==> config.mk <==
export PLATFORM = sky130hd
export DESIGN_NAME = pixel_run_to_sketch_encoder_top_flat
export DESIGN_NICKNAME = d
export VERILOG_FILES = /design/src/rtl/prse_pkg.sv /design/src/rtl/prse_if.sv /design/src/rtl/prse_datapath.sv /design/src/rtl/prse_ctrl.sv /design/src/rtl/pixel_run_to_sketch_encoder_top.sv /design/src/flat_wrapper.sv
export SDC_FILE = /design/constraint.sdc
export NUM_CORES = 1
export LEC_CHECK = 0
export BUFFER_PORTS_ARGS = -buffer_cell sky130_fd_sc_hd__buf_2
export CAP_MARGIN = 25
export CELL_PAD_IN_SITES_DETAIL_PLACEMENT = 2
export CELL_PAD_IN_SITES_GLOBAL_PLACEMENT = 2
export CORE_UTILIZATION = 35
export DETAILED_ROUTE_END_ITERATION = 8
export HOLD_SLACK_MARGIN = 0.12
export PLACE_DENSITY_LB_ADDON = 0.1
export SLEW_MARGIN = 10
export SYNTH_ARGS = -nofsm -noshare
export SYNTH_HDL_FRONTEND = slang
export SYNTH_SLANG_ARGS = --single-unit
==> constraint.sdc <==
create_clock -name clk -period 3.45 [get_ports clk]
set_input_delay 0.5175 -clock clk [delete_from_list [all_inputs] [get_ports clk]]
set_output_delay 0.5175 -clock clk [all_outputs]
set_load 0.02 [all_outputs]
==> src/rtl/prse_pkg.sv <==
// Shared types and constants for the pixel run to sketch command encoder.
// Depends on nothing; every other file refers to it by scoped names.
package prse_pkg;

	localparam int PIXEL_W     = 8;
	localparam int BYTE_W      = 8;
	localparam int ROW_WIDTH_W = 10;
	localparam int MOD_W       = 5;

	// Widest row the encoder tracks; wider settings act as this width.
	localparam int MAX_ROW_WIDTH = 1023;
	localparam logic [ROW_WIDTH_W-1:0] ROW_WIDTH_RESET = ROW_WIDTH_W'(200);

	// x-advance chunk is 31 pixels; the run counter modulo 31 wraps after this.
	localparam logic [MOD_W-1:0] CHUNK_LAST = MOD_W'(30);

	// Command stream bytes
	localparam logic [BYTE_W-1:0] B_LINE_TOOL  = 8'h81;
	localparam logic [BYTE_W-1:0] B_DATA_MARK  = 8'hC0;
	localparam logic [BYTE_W-1:0] B_ALL_ONES   = 8'hFF;
	localparam logic [BYTE_W-1:0] B_COLOUR_END = 8'h83;
	localparam logic [BYTE_W-1:0] B_CHUNK      = 8'h1F;
	localparam logic [BYTE_W-1:0] B_DRAW       = 8'h40;
	localparam logic [BYTE_W-1:0] B_ROW0       = 8'h80;
	localparam logic [BYTE_W-1:0] B_ROW1       = 8'h84;
	localparam logic [BYTE_W-1:0] B_ROW2       = 8'h41;
	localparam logic [BYTE_W-1:0] B_ROW3       = 8'h81;

	typedef enum logic [4:0] {
		ST_IDLE,
		ST_HEAD,
		ST_TEST,
		ST_REM,
		ST_DRAW,
		ST_ROW0,
		ST_ROW1,
		ST_ROW2,
		ST_ROW3,
		ST_COL0,
		ST_COL1,
		ST_COL2,
		ST_COL3,
		ST_COL4,
		ST_COL5,
		ST_COL6,
		ST_COUNT,
		ST_TAIL,
		ST_FINISH
	} state_t;

	typedef enum logic [3:0] {
		SEL_LINE,
		SEL_COL0,
		SEL_COL1,
		SEL_COL2,
		SEL_COL3,
		SEL_COL4,
		SEL_FF,
		SEL_CEND,
		SEL_CHUNK,
		SEL_REM,
		SEL_DRAW,
		SEL_ROW0,
		SEL_ROW1,
		SEL_ROW2,
		SEL_ROW3
	} byte_sel_t;

	// Controller to datapath
	typedef struct packed {
		logic      load;
		logic      emit;
		byte_sel_t sel;
		logic      set_started;
		logic      open_run;
		logic      count;
		logic      close_run;
		logic      finish;
		logic      flush;
	} dp_cmd_t;

	// Datapath to controller
	typedef struct packed {
		logic can_emit;
		logic started;
		logic run_open;
		logic close_old;
		logic rem_zero;
		logic chunk_due;
		logic at_row_end;
		logic eoi;
		logic hold_valid;
	} dp_status_t;

endpackage

==> src/rtl/prse_if.sv <==
// Valid/ready channel interfaces for pixel words in and command-byte words out.
// Depends on prse_pkg for field widths.
interface prse_pix_if;
	logic                          valid;
	logic                          ready;
	logic [prse_pkg::PIXEL_W-1:0]  pixel;
	logic                          end_of_image;

	modport source (output valid, output pixel, output end_of_image, input ready);
	modport sink (input valid, input pixel, input end_of_image, output ready);
endinterface

interface prse_byte_if;
	logic                          valid;
	logic                          ready;
	logic [prse_pkg::BYTE_W-1:0]   out_byte;
	logic                          last_of_burst;

	modport source (output valid, output out_byte, output last_of_burst, input ready);
	modport sink (input valid, input out_byte, input last_of_burst, output ready);
endinterface

==> src/rtl/prse_datapath.sv <==
// Datapath of the encoder: run state, row width register, byte select,
// one-word hold stage and the output register. Depends on prse_pkg.
module prse_datapath (
	input  logic                             clk,
	input  logic                             arst_n,
	input  logic                             cfg_we,
	input  logic [prse_pkg::ROW_WIDTH_W-1:0] cfg_wdata,
	input  logic [prse_pkg::PIXEL_W-1:0]     in_pixel,
	input  logic                             in_eoi,
	input  prse_pkg::dp_cmd_t                cmd,
	output prse_pkg::dp_status_t             status,
	input  logic                             out_ready,
	output logic                             out_valid,
	output logic [prse_pkg::BYTE_W-1:0]      out_byte,
	output logic                             out_last
);

	logic [prse_pkg::ROW_WIDTH_W-1:0] row_width_q;
	logic [prse_pkg::PIXEL_W-1:0]     pix_q;
	logic                             eoi_q;
	logic [prse_pkg::PIXEL_W-1:0]     colour_q;
	logic [prse_pkg::ROW_WIDTH_W-1:0] cnt_q;
	logic [prse_pkg::MOD_W-1:0]       mod_q;
	logic [prse_pkg::ROW_WIDTH_W-1:0] x_q;
	logic                             open_q;
	logic                             started_q;
	logic [prse_pkg::BYTE_W-1:0]      hold_byte_q;
	logic                             hold_valid_q;
	logic                             out_valid_q;
	logic [prse_pkg::BYTE_W-1:0]      out_byte_q;
	logic                             out_last_q;

	logic [prse_pkg::ROW_WIDTH_W-1:0] eff_width;
	logic [prse_pkg::ROW_WIDTH_W:0]   end_sum;
	logic                             at_row_end;
	logic [31:0]                      colour_word;
	logic [prse_pkg::BYTE_W-1:0]      sel_byte;
	logic                             can_emit;
	logic                             push;

	// Clamp width, find where the open run ends
	always_comb begin
		if (row_width_q > prse_pkg::ROW_WIDTH_W'(prse_pkg::MAX_ROW_WIDTH)) begin
			eff_width = prse_pkg::ROW_WIDTH_W'(prse_pkg::MAX_ROW_WIDTH);
		end else begin
			eff_width = row_width_q;
		end
		end_sum    = {1'b0, x_q} + {1'b0, cnt_q};
		at_row_end = end_sum >= {1'b0, eff_width};
	end

	assign colour_word = {pix_q, pix_q, pix_q, prse_pkg::B_ALL_ONES};

	// Pick the byte for the current command
	always_comb begin
		case (cmd.sel)
			prse_pkg::SEL_LINE:  sel_byte = prse_pkg::B_LINE_TOOL;
			prse_pkg::SEL_COL0:  sel_byte = prse_pkg::B_DATA_MARK | {6'd0, colour_word[31:30]};
			prse_pkg::SEL_COL1:  sel_byte = prse_pkg::B_DATA_MARK | {2'd0, colour_word[29:24]};
			prse_pkg::SEL_COL2:  sel_byte = prse_pkg::B_DATA_MARK | {2'd0, colour_word[23:18]};
			prse_pkg::SEL_COL3:  sel_byte = prse_pkg::B_DATA_MARK | {2'd0, colour_word[17:12]};
			prse_pkg::SEL_COL4:  sel_byte = prse_pkg::B_DATA_MARK | {2'd0, colour_word[11:6]};
			prse_pkg::SEL_FF:    sel_byte = prse_pkg::B_ALL_ONES;
			prse_pkg::SEL_CEND:  sel_byte = prse_pkg::B_COLOUR_END;
			prse_pkg::SEL_CHUNK: sel_byte = prse_pkg::B_CHUNK;
			prse_pkg::SEL_REM:   sel_byte = {3'd0, mod_q};
			prse_pkg::SEL_DRAW:  sel_byte = prse_pkg::B_DRAW;
			prse_pkg::SEL_ROW0:  sel_byte = prse_pkg::B_ROW0;
			prse_pkg::SEL_ROW1:  sel_byte = prse_pkg::B_ROW1;
			prse_pkg::SEL_ROW2:  sel_byte = prse_pkg::B_ROW2;
			prse_pkg::SEL_ROW3:  sel_byte = prse_pkg::B_ROW3;
			default:             sel_byte = prse_pkg::B_DRAW;
		endcase
	end

	assign can_emit = !out_valid_q || out_ready;
	assign push     = (cmd.emit && hold_valid_q) || cmd.flush;

	// Status back to the controller
	always_comb begin
		status            = '0;
		status.can_emit   = can_emit;
		status.started    = started_q;
		status.run_open   = open_q;
		status.close_old  = open_q && !((pix_q == colour_q) && !at_row_end);
		status.rem_zero   = mod_q == '0;
		status.chunk_due  = mod_q == prse_pkg::CHUNK_LAST;
		status.at_row_end = at_row_end;
		status.eoi        = eoi_q;
		status.hold_valid = hold_valid_q;
	end

	// Capture the accepted pixel word
	always_ff @(posedge clk) begin
		if (cmd.load) begin
			pix_q <= in_pixel;
			eoi_q <= in_eoi;
		end
	end

	// Row width register
	always_ff @(posedge clk or negedge arst_n) begin
		if (!arst_n) begin
			row_width_q <= prse_pkg::ROW_WIDTH_RESET;
		end else if (cfg_we) begin
			row_width_q <= cfg_wdata;
		end
	end

	// Run state: open, count, close, end of image
	always_ff @(posedge clk or negedge arst_n) begin
		if (!arst_n) begin
			colour_q  <= '0;
			cnt_q     <= '0;
			mod_q     <= '0;
			x_q       <= '0;
			open_q    <= 1'b0;
			started_q <= 1'b0;
		end else begin
			if (cmd.set_started) begin
				started_q <= 1'b1;
			end
			if (cmd.open_run) begin
				colour_q <= pix_q;
				cnt_q    <= '0;
				mod_q    <= '0;
				open_q   <= 1'b1;
			end
			if (cmd.count) begin
				cnt_q <= cnt_q + 1'b1;
				mod_q <= (mod_q == prse_pkg::CHUNK_LAST) ? '0 : mod_q + 1'b1;
			end
			if (cmd.close_run) begin
				x_q    <= at_row_end ? '0 : end_sum[prse_pkg::ROW_WIDTH_W-1:0];
				cnt_q  <= '0;
				mod_q  <= '0;
				open_q <= 1'b0;
			end
			if (cmd.finish && eoi_q) begin
				x_q       <= '0;
				started_q <= 1'b0;
			end
		end
	end

	// Hold stage keeps the newest word until we know whether it ends the burst
	always_ff @(posedge clk or negedge arst_n) begin
		if (!arst_n) begin
			hold_valid_q <= 1'b0;
		end else if (cmd.emit) begin
			hold_valid_q <= 1'b1;
		end else if (cmd.flush) begin
			hold_valid_q <= 1'b0;
		end
	end

	always_ff @(posedge clk) begin
		if (cmd.emit) begin
			hold_byte_q <= sel_byte;
		end
	end

	// Output register
	always_ff @(posedge clk or negedge arst_n) begin
		if (!arst_n) begin
			out_valid_q <= 1'b0;
		end else if (push) begin
			out_valid_q <= 1'b1;
		end else if (out_ready) begin
			out_valid_q <= 1'b0;
		end
	end

	always_ff @(posedge clk) begin
		if (push) begin
			out_byte_q <= hold_byte_q;
			out_last_q <= cmd.flush;
		end
	end

	assign out_valid = out_valid_q;
	assign out_byte  = out_byte_q;
	assign out_last  = out_last_q;

endmodule

==> src/rtl/prse_ctrl.sv <==
// Controller state machine: walks one pixel word through the command sequence.
// Depends on prse_pkg; drives prse_datapath through dp_cmd_t.
module prse_ctrl (
	input  logic                 clk,
	input  logic                 arst_n,
	input  logic                 in_valid,
	output logic                 in_ready,
	input  prse_pkg::dp_status_t status,
	output prse_pkg::dp_cmd_t    cmd
);

	prse_pkg::state_t state_q;
	prse_pkg::state_t state_next;
	logic             second_q;

	// Advance state
	always_ff @(posedge clk or negedge arst_n) begin
		if (!arst_n) begin
			state_q <= prse_pkg::ST_IDLE;
		end else begin
			state_q <= state_next;
		end
	end

	// Track whether the close in progress is the one after counting
	always_ff @(posedge clk or negedge arst_n) begin
		if (!arst_n) begin
			second_q <= 1'b0;
		end else if (state_q == prse_pkg::ST_IDLE) begin
			second_q <= 1'b0;
		end else if (state_q == prse_pkg::ST_TAIL) begin
			second_q <= 1'b1;
		end
	end

	// Next state
	always_comb begin
		state_next = state_q;
		case (state_q)
			prse_pkg::ST_IDLE: begin
				if (in_valid) state_next = prse_pkg::ST_HEAD;
			end
			prse_pkg::ST_HEAD: begin
				if (status.started || status.can_emit) state_next = prse_pkg::ST_TEST;
			end
			prse_pkg::ST_TEST: begin
				if (status.close_old) begin
					state_next = prse_pkg::ST_REM;
				end else if (!status.run_open) begin
					state_next = prse_pkg::ST_COL0;
				end else begin
					state_next = prse_pkg::ST_COUNT;
				end
			end
			prse_pkg::ST_REM: begin
				if (status.rem_zero || status.can_emit) state_next = prse_pkg::ST_DRAW;
			end
			prse_pkg::ST_DRAW: begin
				if (status.can_emit) begin
					if (status.at_row_end) begin
						state_next = prse_pkg::ST_ROW0;
					end else if (second_q) begin
						state_next = prse_pkg::ST_FINISH;
					end else begin
						state_next = prse_pkg::ST_COL0;
					end
				end
			end
			prse_pkg::ST_ROW0: if (status.can_emit) state_next = prse_pkg::ST_ROW1;
			prse_pkg::ST_ROW1: if (status.can_emit) state_next = prse_pkg::ST_ROW2;
			prse_pkg::ST_ROW2: if (status.can_emit) state_next = prse_pkg::ST_ROW3;
			prse_pkg::ST_ROW3: begin
				if (status.can_emit) begin
					state_next = second_q ? prse_pkg::ST_FINISH : prse_pkg::ST_COL0;
				end
			end
			prse_pkg::ST_COL0: if (status.can_emit) state_next = prse_pkg::ST_COL1;
			prse_pkg::ST_COL1: if (status.can_emit) state_next = prse_pkg::ST_COL2;
			prse_pkg::ST_COL2: if (status.can_emit) state_next = prse_pkg::ST_COL3;
			prse_pkg::ST_COL3: if (status.can_emit) state_next = prse_pkg::ST_COL4;
			prse_pkg::ST_COL4: if (status.can_emit) state_next = prse_pkg::ST_COL5;
			prse_pkg::ST_COL5: if (status.can_emit) state_next = prse_pkg::ST_COL6;
			prse_pkg::ST_COL6: if (status.can_emit) state_next = prse_pkg::ST_COUNT;
			prse_pkg::ST_COUNT: begin
				if (!status.chunk_due || status.can_emit) state_next = prse_pkg::ST_TAIL;
			end
			prse_pkg::ST_TAIL: begin
				if (status.at_row_end || status.eoi) begin
					state_next = prse_pkg::ST_REM;
				end else begin
					state_next = prse_pkg::ST_FINISH;
				end
			end
			prse_pkg::ST_FINISH: begin
				if (!status.hold_valid || status.can_emit) state_next = prse_pkg::ST_IDLE;
			end
			default: state_next = prse_pkg::ST_IDLE;
		endcase
	end

	// Commands to the datapath
	always_comb begin
		cmd      = '0;
		cmd.sel  = prse_pkg::SEL_DRAW;
		in_ready = 1'b0;
		case (state_q)
			prse_pkg::ST_IDLE: begin
				in_ready = 1'b1;
				cmd.load = in_valid;
			end
			prse_pkg::ST_HEAD: begin
				if (!status.started && status.can_emit) begin
					cmd.emit        = 1'b1;
					cmd.sel         = prse_pkg::SEL_LINE;
					cmd.set_started = 1'b1;
				end
			end
			prse_pkg::ST_REM: begin
				if (!status.rem_zero && status.can_emit) begin
					cmd.emit = 1'b1;
					cmd.sel  = prse_pkg::SEL_REM;
				end
			end
			prse_pkg::ST_DRAW: begin
				if (status.can_emit) begin
					cmd.emit      = 1'b1;
					cmd.sel       = prse_pkg::SEL_DRAW;
					cmd.close_run = !status.at_row_end;
				end
			end
			prse_pkg::ST_ROW0: begin
				cmd.emit = status.can_emit;
				cmd.sel  = prse_pkg::SEL_ROW0;
			end
			prse_pkg::ST_ROW1: begin
				cmd.emit = status.can_emit;
				cmd.sel  = prse_pkg::SEL_ROW1;
			end
			prse_pkg::ST_ROW2: begin
				cmd.emit = status.can_emit;
				cmd.sel  = prse_pkg::SEL_ROW2;
			end
			prse_pkg::ST_ROW3: begin
				cmd.emit      = status.can_emit;
				cmd.sel       = prse_pkg::SEL_ROW3;
				cmd.close_run = status.can_emit;
			end
			prse_pkg::ST_COL0: begin
				cmd.emit     = status.can_emit;
				cmd.sel      = prse_pkg::SEL_COL0;
				cmd.open_run = status.can_emit;
			end
			prse_pkg::ST_COL1: begin
				cmd.emit = status.can_emit;
				cmd.sel  = prse_pkg::SEL_COL1;
			end
			prse_pkg::ST_COL2: begin
				cmd.emit = status.can_emit;
				cmd.sel  = prse_pkg::SEL_COL2;
			end
			prse_pkg::ST_COL3: begin
				cmd.emit = status.can_emit;
				cmd.sel  = prse_pkg::SEL_COL3;
			end
			prse_pkg::ST_COL4: begin
				cmd.emit = status.can_emit;
				cmd.sel  = prse_pkg::SEL_COL4;
			end
			prse_pkg::ST_COL5: begin
				cmd.emit = status.can_emit;
				cmd.sel  = prse_pkg::SEL_FF;
			end
			prse_pkg::ST_COL6: begin
				cmd.emit = status.can_emit;
				cmd.sel  = prse_pkg::SEL_CEND;
			end
			prse_pkg::ST_COUNT: begin
				if (!status.chunk_due) begin
					cmd.count = 1'b1;
				end else if (status.can_emit) begin
					cmd.count = 1'b1;
					cmd.emit  = 1'b1;
					cmd.sel   = prse_pkg::SEL_CHUNK;
				end
			end
			prse_pkg::ST_FINISH: begin
				if (!status.hold_valid) begin
					cmd.finish = 1'b1;
				end else if (status.can_emit) begin
					cmd.finish = 1'b1;
					cmd.flush  = 1'b1;
				end
			end
			default: begin
				cmd.sel = prse_pkg::SEL_DRAW;
			end
		endcase
	end

endmodule

==> src/rtl/pixel_run_to_sketch_encoder_top.sv <==
// Top level of the pixel run to sketch command encoder.
// Depends on prse_pkg, prse_if, prse_ctrl and prse_datapath.
// - pix_ch carries one grayscale pixel word per handshake in raster order;
//   end_of_image on a word flushes the open run and starts a new image.
// - cmd_ch carries the command byte stream, one word per handshake;
//   last_of_burst marks the final word caused by an input pixel. A pixel that
//   only extends a run below a chunk boundary yields no word at all.
// - cfg_wdata/cfg_we write the row width (pixels per row, reset 200); the user
//   must write it only while the encoder is idle; the block does not enforce it.
// - One pixel is in work at a time. Besides one step per output word, it passes
//   through sequencing steps (accept, header test, run test, count, tail test,
//   finish, and a remainder step when the remainder is zero).
// - The last word of a burst leaves a one-word hold stage when the burst
//   ends.
// - A stalled receiver holds the output register; the sequencer waits on
//   that register and resumes the cycle it drains. The next pixel is taken
//   while the last word still waits in the output register.
// - Reset clears the run state and all valid flags and restores the width.
module pixel_run_to_sketch_encoder_top (
	input  logic                             clk,
	input  logic                             arst_n,
	prse_pix_if.sink                         pix_ch,
	prse_byte_if.source                      cmd_ch,
	input  logic                             cfg_we,
	input  logic [prse_pkg::ROW_WIDTH_W-1:0] cfg_wdata
);

	prse_pkg::dp_cmd_t    dp_cmd;
	prse_pkg::dp_status_t dp_status;

	// Sequencer
	prse_ctrl u_ctrl (
		.clk      (clk),
		.arst_n   (arst_n),
		.in_valid (pix_ch.valid),
		.in_ready (pix_ch.ready),
		.status   (dp_status),
		.cmd      (dp_cmd)
	);

	// Run state and output
	prse_datapath u_datapath (
		.clk       (clk),
		.arst_n    (arst_n),
		.cfg_we    (cfg_we),
		.cfg_wdata (cfg_wdata),
		.in_pixel  (pix_ch.pixel),
		.in_eoi    (pix_ch.end_of_image),
		.cmd       (dp_cmd),
		.status    (dp_status),
		.out_ready (cmd_ch.ready),
		.out_valid (cmd_ch.valid),
		.out_byte  (cmd_ch.out_byte),
		.out_last  (cmd_ch.last_of_burst)
	);

`ifndef SYNTHESIS
	// Hold stage is drained before the next pixel can be taken
	a_idle_hold_empty: assert property (@(posedge clk) disable iff (!arst_n)
		pix_ch.ready |-> !dp_status.hold_valid)
		else $error("hold stage still full while taking a new pixel");

	// Only one pixel in work at a time
	a_one_in_work: assert property (@(posedge clk) disable iff (!arst_n)
		(pix_ch.valid && pix_ch.ready) |=> !pix_ch.ready)
		else $error("pixel accepted while another is in work");

	// Words are produced only when the output register has room
	a_emit_room: assert property (@(posedge clk) disable iff (!arst_n)
		(dp_cmd.emit || dp_cmd.flush) |-> dp_status.can_emit)
		else $error("word produced with output register full");
`endif

endmodule

==> src/flat_wrapper.sv <==
// flat-port wrapper written by rule: the top's interface ports become plain ports
module pixel_run_to_sketch_encoder_top_flat 
  (clk, arst_n, cfg_we, cfg_wdata, pix_ch_valid, pix_ch_pixel, pix_ch_end_of_image, pix_ch_ready, cmd_ch_valid, cmd_ch_out_byte, cmd_ch_last_of_burst, cmd_ch_ready);
  prse_pix_if pix_ch_i ();
  prse_byte_if cmd_ch_i ();
  input  logic clk;
  input  logic arst_n;
  input  logic cfg_we;
  input  logic [prse_pkg::ROW_WIDTH_W-1:0] cfg_wdata;
  input wire logic [$bits(pix_ch_i.valid)-1:0] pix_ch_valid;
  input wire logic [$bits(pix_ch_i.pixel)-1:0] pix_ch_pixel;
  input wire logic [$bits(pix_ch_i.end_of_image)-1:0] pix_ch_end_of_image;
  output wire logic [$bits(pix_ch_i.ready)-1:0] pix_ch_ready;
  output wire logic [$bits(cmd_ch_i.valid)-1:0] cmd_ch_valid;
  output wire logic [$bits(cmd_ch_i.out_byte)-1:0] cmd_ch_out_byte;
  output wire logic [$bits(cmd_ch_i.last_of_burst)-1:0] cmd_ch_last_of_burst;
  input wire logic [$bits(cmd_ch_i.ready)-1:0] cmd_ch_ready;
  assign pix_ch_i.valid = pix_ch_valid;
  assign pix_ch_i.pixel = pix_ch_pixel;
  assign pix_ch_i.end_of_image = pix_ch_end_of_image;
  assign pix_ch_ready = pix_ch_i.ready;
  assign cmd_ch_valid = cmd_ch_i.valid;
  assign cmd_ch_out_byte = cmd_ch_i.out_byte;
  assign cmd_ch_last_of_burst = cmd_ch_i.last_of_burst;
  assign cmd_ch_i.ready = cmd_ch_ready;
  pixel_run_to_sketch_encoder_top u_core (.clk(clk), .arst_n(arst_n), .pix_ch(pix_ch_i), .cmd_ch(cmd_ch_i), .cfg_we(cfg_we), .cfg_wdata(cfg_wdata));
endmodule
==> summary.md <==
| Metric | Value |
|---|---|
| Crit. End Element | flop |
| Vias in the first global route | 4647 |
| Adder-Cell Fraction of Synth Area | under 10% |
| Hold/Removal Path Class | input port to flop |
| Slew Viols, Final | 0 |
| Max-cap violations | 0 |
| TNS Setup | -547.5 ps |
| 1st-iter DRT viols | approximately 130 |
| PortBufs | 34 |
| Compound-Gate Fraction of Synth Area | 18.54% |
| Largest family of logic cells by synthesized area | simple AND/OR/NAND/NOR gates |
| Via density | between 5 and 6 |
| CP cell instances | ha_4 -> inv_2 -> fa_2 -> nand2b_4 -> a21oi_4 -> o21ai_2 -> a21oi_2 -> nor2_1 -> xnor2_1 -> ha_1 -> a21oi_2 -> o22ai_2 -> a211oi_2 -> o211ai_1 -> a21oi_2 -> nand2b_4 -> buf_12 -> a31oi_1 |
| Area growth syn-to-layout | 28.33% |
| Pleak | ~2.6 nW |
| Critical Path AT | 3720 ps |
| Synth Register Bits | 79 |
| Initial Utilization | 35.78% |
| CP endpoint | u_core.u_datapath.mod_q[2] |
| Clock Latency Late Sink | 360 ps |
| Die Wd | 118.4 um |
| CTS Buf Count | 9 |
| ANT nets after route | 0 |
| Crit path required time | ~3700 ps |
| Outcome | finished, violations left |
| Worst Max-Slew Pin Slew | 681.9 ps |
| Number of remaining DRC errors | 0 |
| Post-Synthesis Cells | 507 |
| Worst Setup SP | u_core.u_datapath.x_q[0] |
| Cells after DPL | 730 |
| Synth area leader | dfrtp_1 |
| FFs w/ async S/R, synth | approximately 67% |
| Overall Global Routing Usage | 23.34% |
| Slew margin rel. | 54.19% |
| Sequential cell area fraction in the yosys report | around 45% |
| Pwr/cell area | approximately 730 mW/mm2 |
| Util after Layout | 45.92% |
| WL/cell | between 20 and 25 um |
| Hold WS | around 340 ps |
| CP max-delay cell | dfrtp_1 |
| Largest net degree at the start of global routing | 33 |
| Fmax | 285.0 MHz |
| Post-Synth XOR/XNOR Area | under 10% |
| Syn nets | 556 |
| Syn_area_per_cell | a little over 9 um2 |
| Core Rows | 42 |
| ANT cells | 0 |
| H-tree depth | 3 |
| IO Count | 35 |
| Synth warn | 0 |
| CP dominant cell by count | a21oi_2 |
| Post-route clock skew | 9.205 ps |
| NumNets Final | 630 |
| Non-filler instance count after layout | 762 |
| Reg2Reg Setup Slack | -60 ps |
| Post-synthesis mux area share | 2.984% |
| Core box area | 0.01324 mm2 |
| Final hold vios | 0 |
| Hpwl dp | 11470 um |
| Synth Area in Simple Gates | 19.43% |
| First-pass GRT wire length | 24990 um |
| Clock-pin slew on the worst setup and hold paths | 70 ps |
| Count of flip-flops with a built-in enable after synthesis | 26 |
| Final WS setup | -58.55 ps |
| Via Count | 4241 |
| Synth top area share | 26.41% |
| DIE AREA | 0.01401 mm2 |
| Gpl congestion | around 0.81 |
| Reg2Reg Capture Point | u_core.u_datapath.mod_q[2] |
| Synth top area cells | dfrtp_1 26%, edfxtp_1 16%, ha_1 6.3%, nand2_1 4.9%, a21oi_1 4.0% |
| Die height | around 120 um |
| RSZ-0062 raised after global routing | true |
| Synthesized area | 0.004738 mm2 |
| Setup violations, final | 18 |
| Min cycle time layout | 3509 ps |
| Worst Setup Start Kind | flop |
| Reg2reg start | u_core.u_datapath.x_q[0] |
| Netlist cell types | 62 |
| Overall Power | 4.454 mW |
| Initial antenna violation count | 0 |
| Main flop type after synthesis | dfrtp_1 |
| Critical path class | flop to flop |
| Clock root cell | clkbuf_16 |
| Top fanout value on the critical path | 6 |
| CP peak stage delay | 410 ps |
| R2r worst-path depth | 18 |
| DRT Pass-1 Iters | 4 |
| WL final | roughly 16000 um |
| Gr ovfl total | 0 |
| Failing checks | setup timing |
| Clk buf depth | 2 |
| Peak supply drop | 266.6 uV |
| CTS tree | built |
| Layout cells sized above 1 | 28.33% |
| Final Cycle Share | 101.7% |
| Clock sinks | a little under 80 |
[synth_stat cells (all sizes together) (2+ instances only)]
library cell   n
a31oi          6
edfxtp        26
mux2i          4
nor2          36
a21oi         38
a2bb2oi        2
mux2           9
nor3          11
and3           6
nand3         21
or3            7
o21a           4
nand4          9
nor2b          7
o22ai          3
a31o           2
a211o          3
clkbuf        18
dfstp          3
a221oi         4
buf            8
a22oi         12
nand2         62
o211ai         4
nor4           3
o31ai          3
or2            3
a21o           3
nand2b        13
o21ai         32
a41oi          3
o2111ai        2
xnor2         17
inv           24
a211oi         6
dfrtp         50
nand3b         2
ha            24
[how the worst min path moves through the flow]
stage                                          start                            end  slack (ps)  cells after the start
CTS                                  pix_ch_pixel[0]     u_core.u_datapath.pix_q[0]         330                      1
global placement    u_core.u_datapath.hold_byte_q[0]  u_core.u_datapath.out_byte[0]         400                      0
detailed placement  u_core.u_datapath.hold_byte_q[6]  u_core.u_datapath.out_byte[6]         410                      0
global route                         pix_ch_pixel[0]     u_core.u_datapath.pix_q[0]         330                      1
finish                               pix_ch_pixel[3]     u_core.u_datapath.pix_q[3]         340                      1
floorplan                                     arst_n         u_core.u_ctrl.second_q         220                      0
[per-layer routing]
metal / routed length (um) / vias up / global-route usage [%]
met1: 6880 / 2165 / 27.65
met4: 488 / 0 / 11.22
met5: 0 / - / 0
met3: 229 / 33 / 2.847
met2: 8590 / 51 / 41.69
li1: - / 1992 / -
[sequential cells by signal, indices dropped and copies added, names as in the netlist, 5 cells and up]
| signal | cells |
|---|---|
| u_core.u_datapath.row_width_q | 10 |
| u_core.u_datapath.hold_byte_q | 8 |
| u_core.u_datapath.mod_q | 5 |
| u_core.u_datapath.pix_q | 8 |
| u_core.u_datapath.cnt_q | 10 |
| u_core.u_datapath.out_byte | 8 |
| u_core.u_datapath.colour_q | 8 |
| u_core.u_ctrl.state_q | 5 |
| u_core.u_datapath.x_q | 10 |
[placed cells by master (no fill, tap or decap), drive strengths merged, types with 4 or more instances in the layout]
cell    netlist  final
buf           8     85
edfxtp       26     26
a221oi        4      4
xnor2        17     17
a211oi        6      6
nor2b         7      7
nor2         36     36
mux2          9      9
clkbuf       18     13
dfrtp        50     50
mux2i         4      4
a22oi        12     12
a21oi        38     38
or3           7      7
o211ai        4      4
inv          24     26
nand3        21     21
o21a          4      4
o21ai        32     32
nor3         11     11
nand4         9      9
a31oi         6      6
nand2b       13     13
and3          6      6
ha           24     24
nand2        62     62
[worst max-delay path, delay by kind of cell, from the launching register on]
family	cells	cell delay, ps
AOI/OAI and AO/OA	9	1360
adders and majority gates	3	790
and+or+nand+nor	3	440
DFF	1	410
xor gates and xnor gates	1	190
buffers and inverters	2	170
[cell type report]
class / instances / area, um2
clock buffers: 10 / 229.0
inverters: 24 / 90.09
clock inverters: 6 / 67.56
well taps: 176 / 220.2
repair buffers: 89 / 703.2
multi-input cells: 378 / 2660
flip-flops and latches: 79 / 2111
fillers: 1444 / 7162
[cells by family (layout without fill, tap and decap cells)]
kind of cell / count (synthesis) / count (layout)
muxes: 13 / 13
AOI/OAI and AO/OA: 135 / 135
xor gates and xnor gates: 18 / 18
buffers and inverters: 50 / 129
adders and majority gates: 25 / 25
DFF: 79 / 79
and+or+nand+nor: 187 / 187
[report_power, final]
group | switching [mW] | internal [mW] | total, mW
logic | 1.14 | 0.826 | 1.97
clock network | 0.426 | 0.565 | 0.991
registers | 0.201 | 1.29 | 1.49
[stage by stage]
step | instance area (um2) | setup slack, ps
2_1_floorplan | 4748 | 39.89
3_3_place_gp | 5341 | -163.8
3_5_place_dp | 5361 | -265.6
4_1_cts | 5769 | -31.85
5_1_grt | 6081 | -302.1
6_report | 6081 | -58.55
[timing repair]
| action | in CTS | in global routing |
|---|---|---|
| gates cloned | 0 | 3 |
| pin swaps | 7 | 16 |
| hold buffers | 1 | 0 |
| endpoints found under the hold margin | 10 | 0 |
| setup endpoints to repair | 29 | 30 |
| gates resized for setup | 15 | 44 |
| buffers inserted | 4 | 9 |
(Power assumes the default switching activity.)
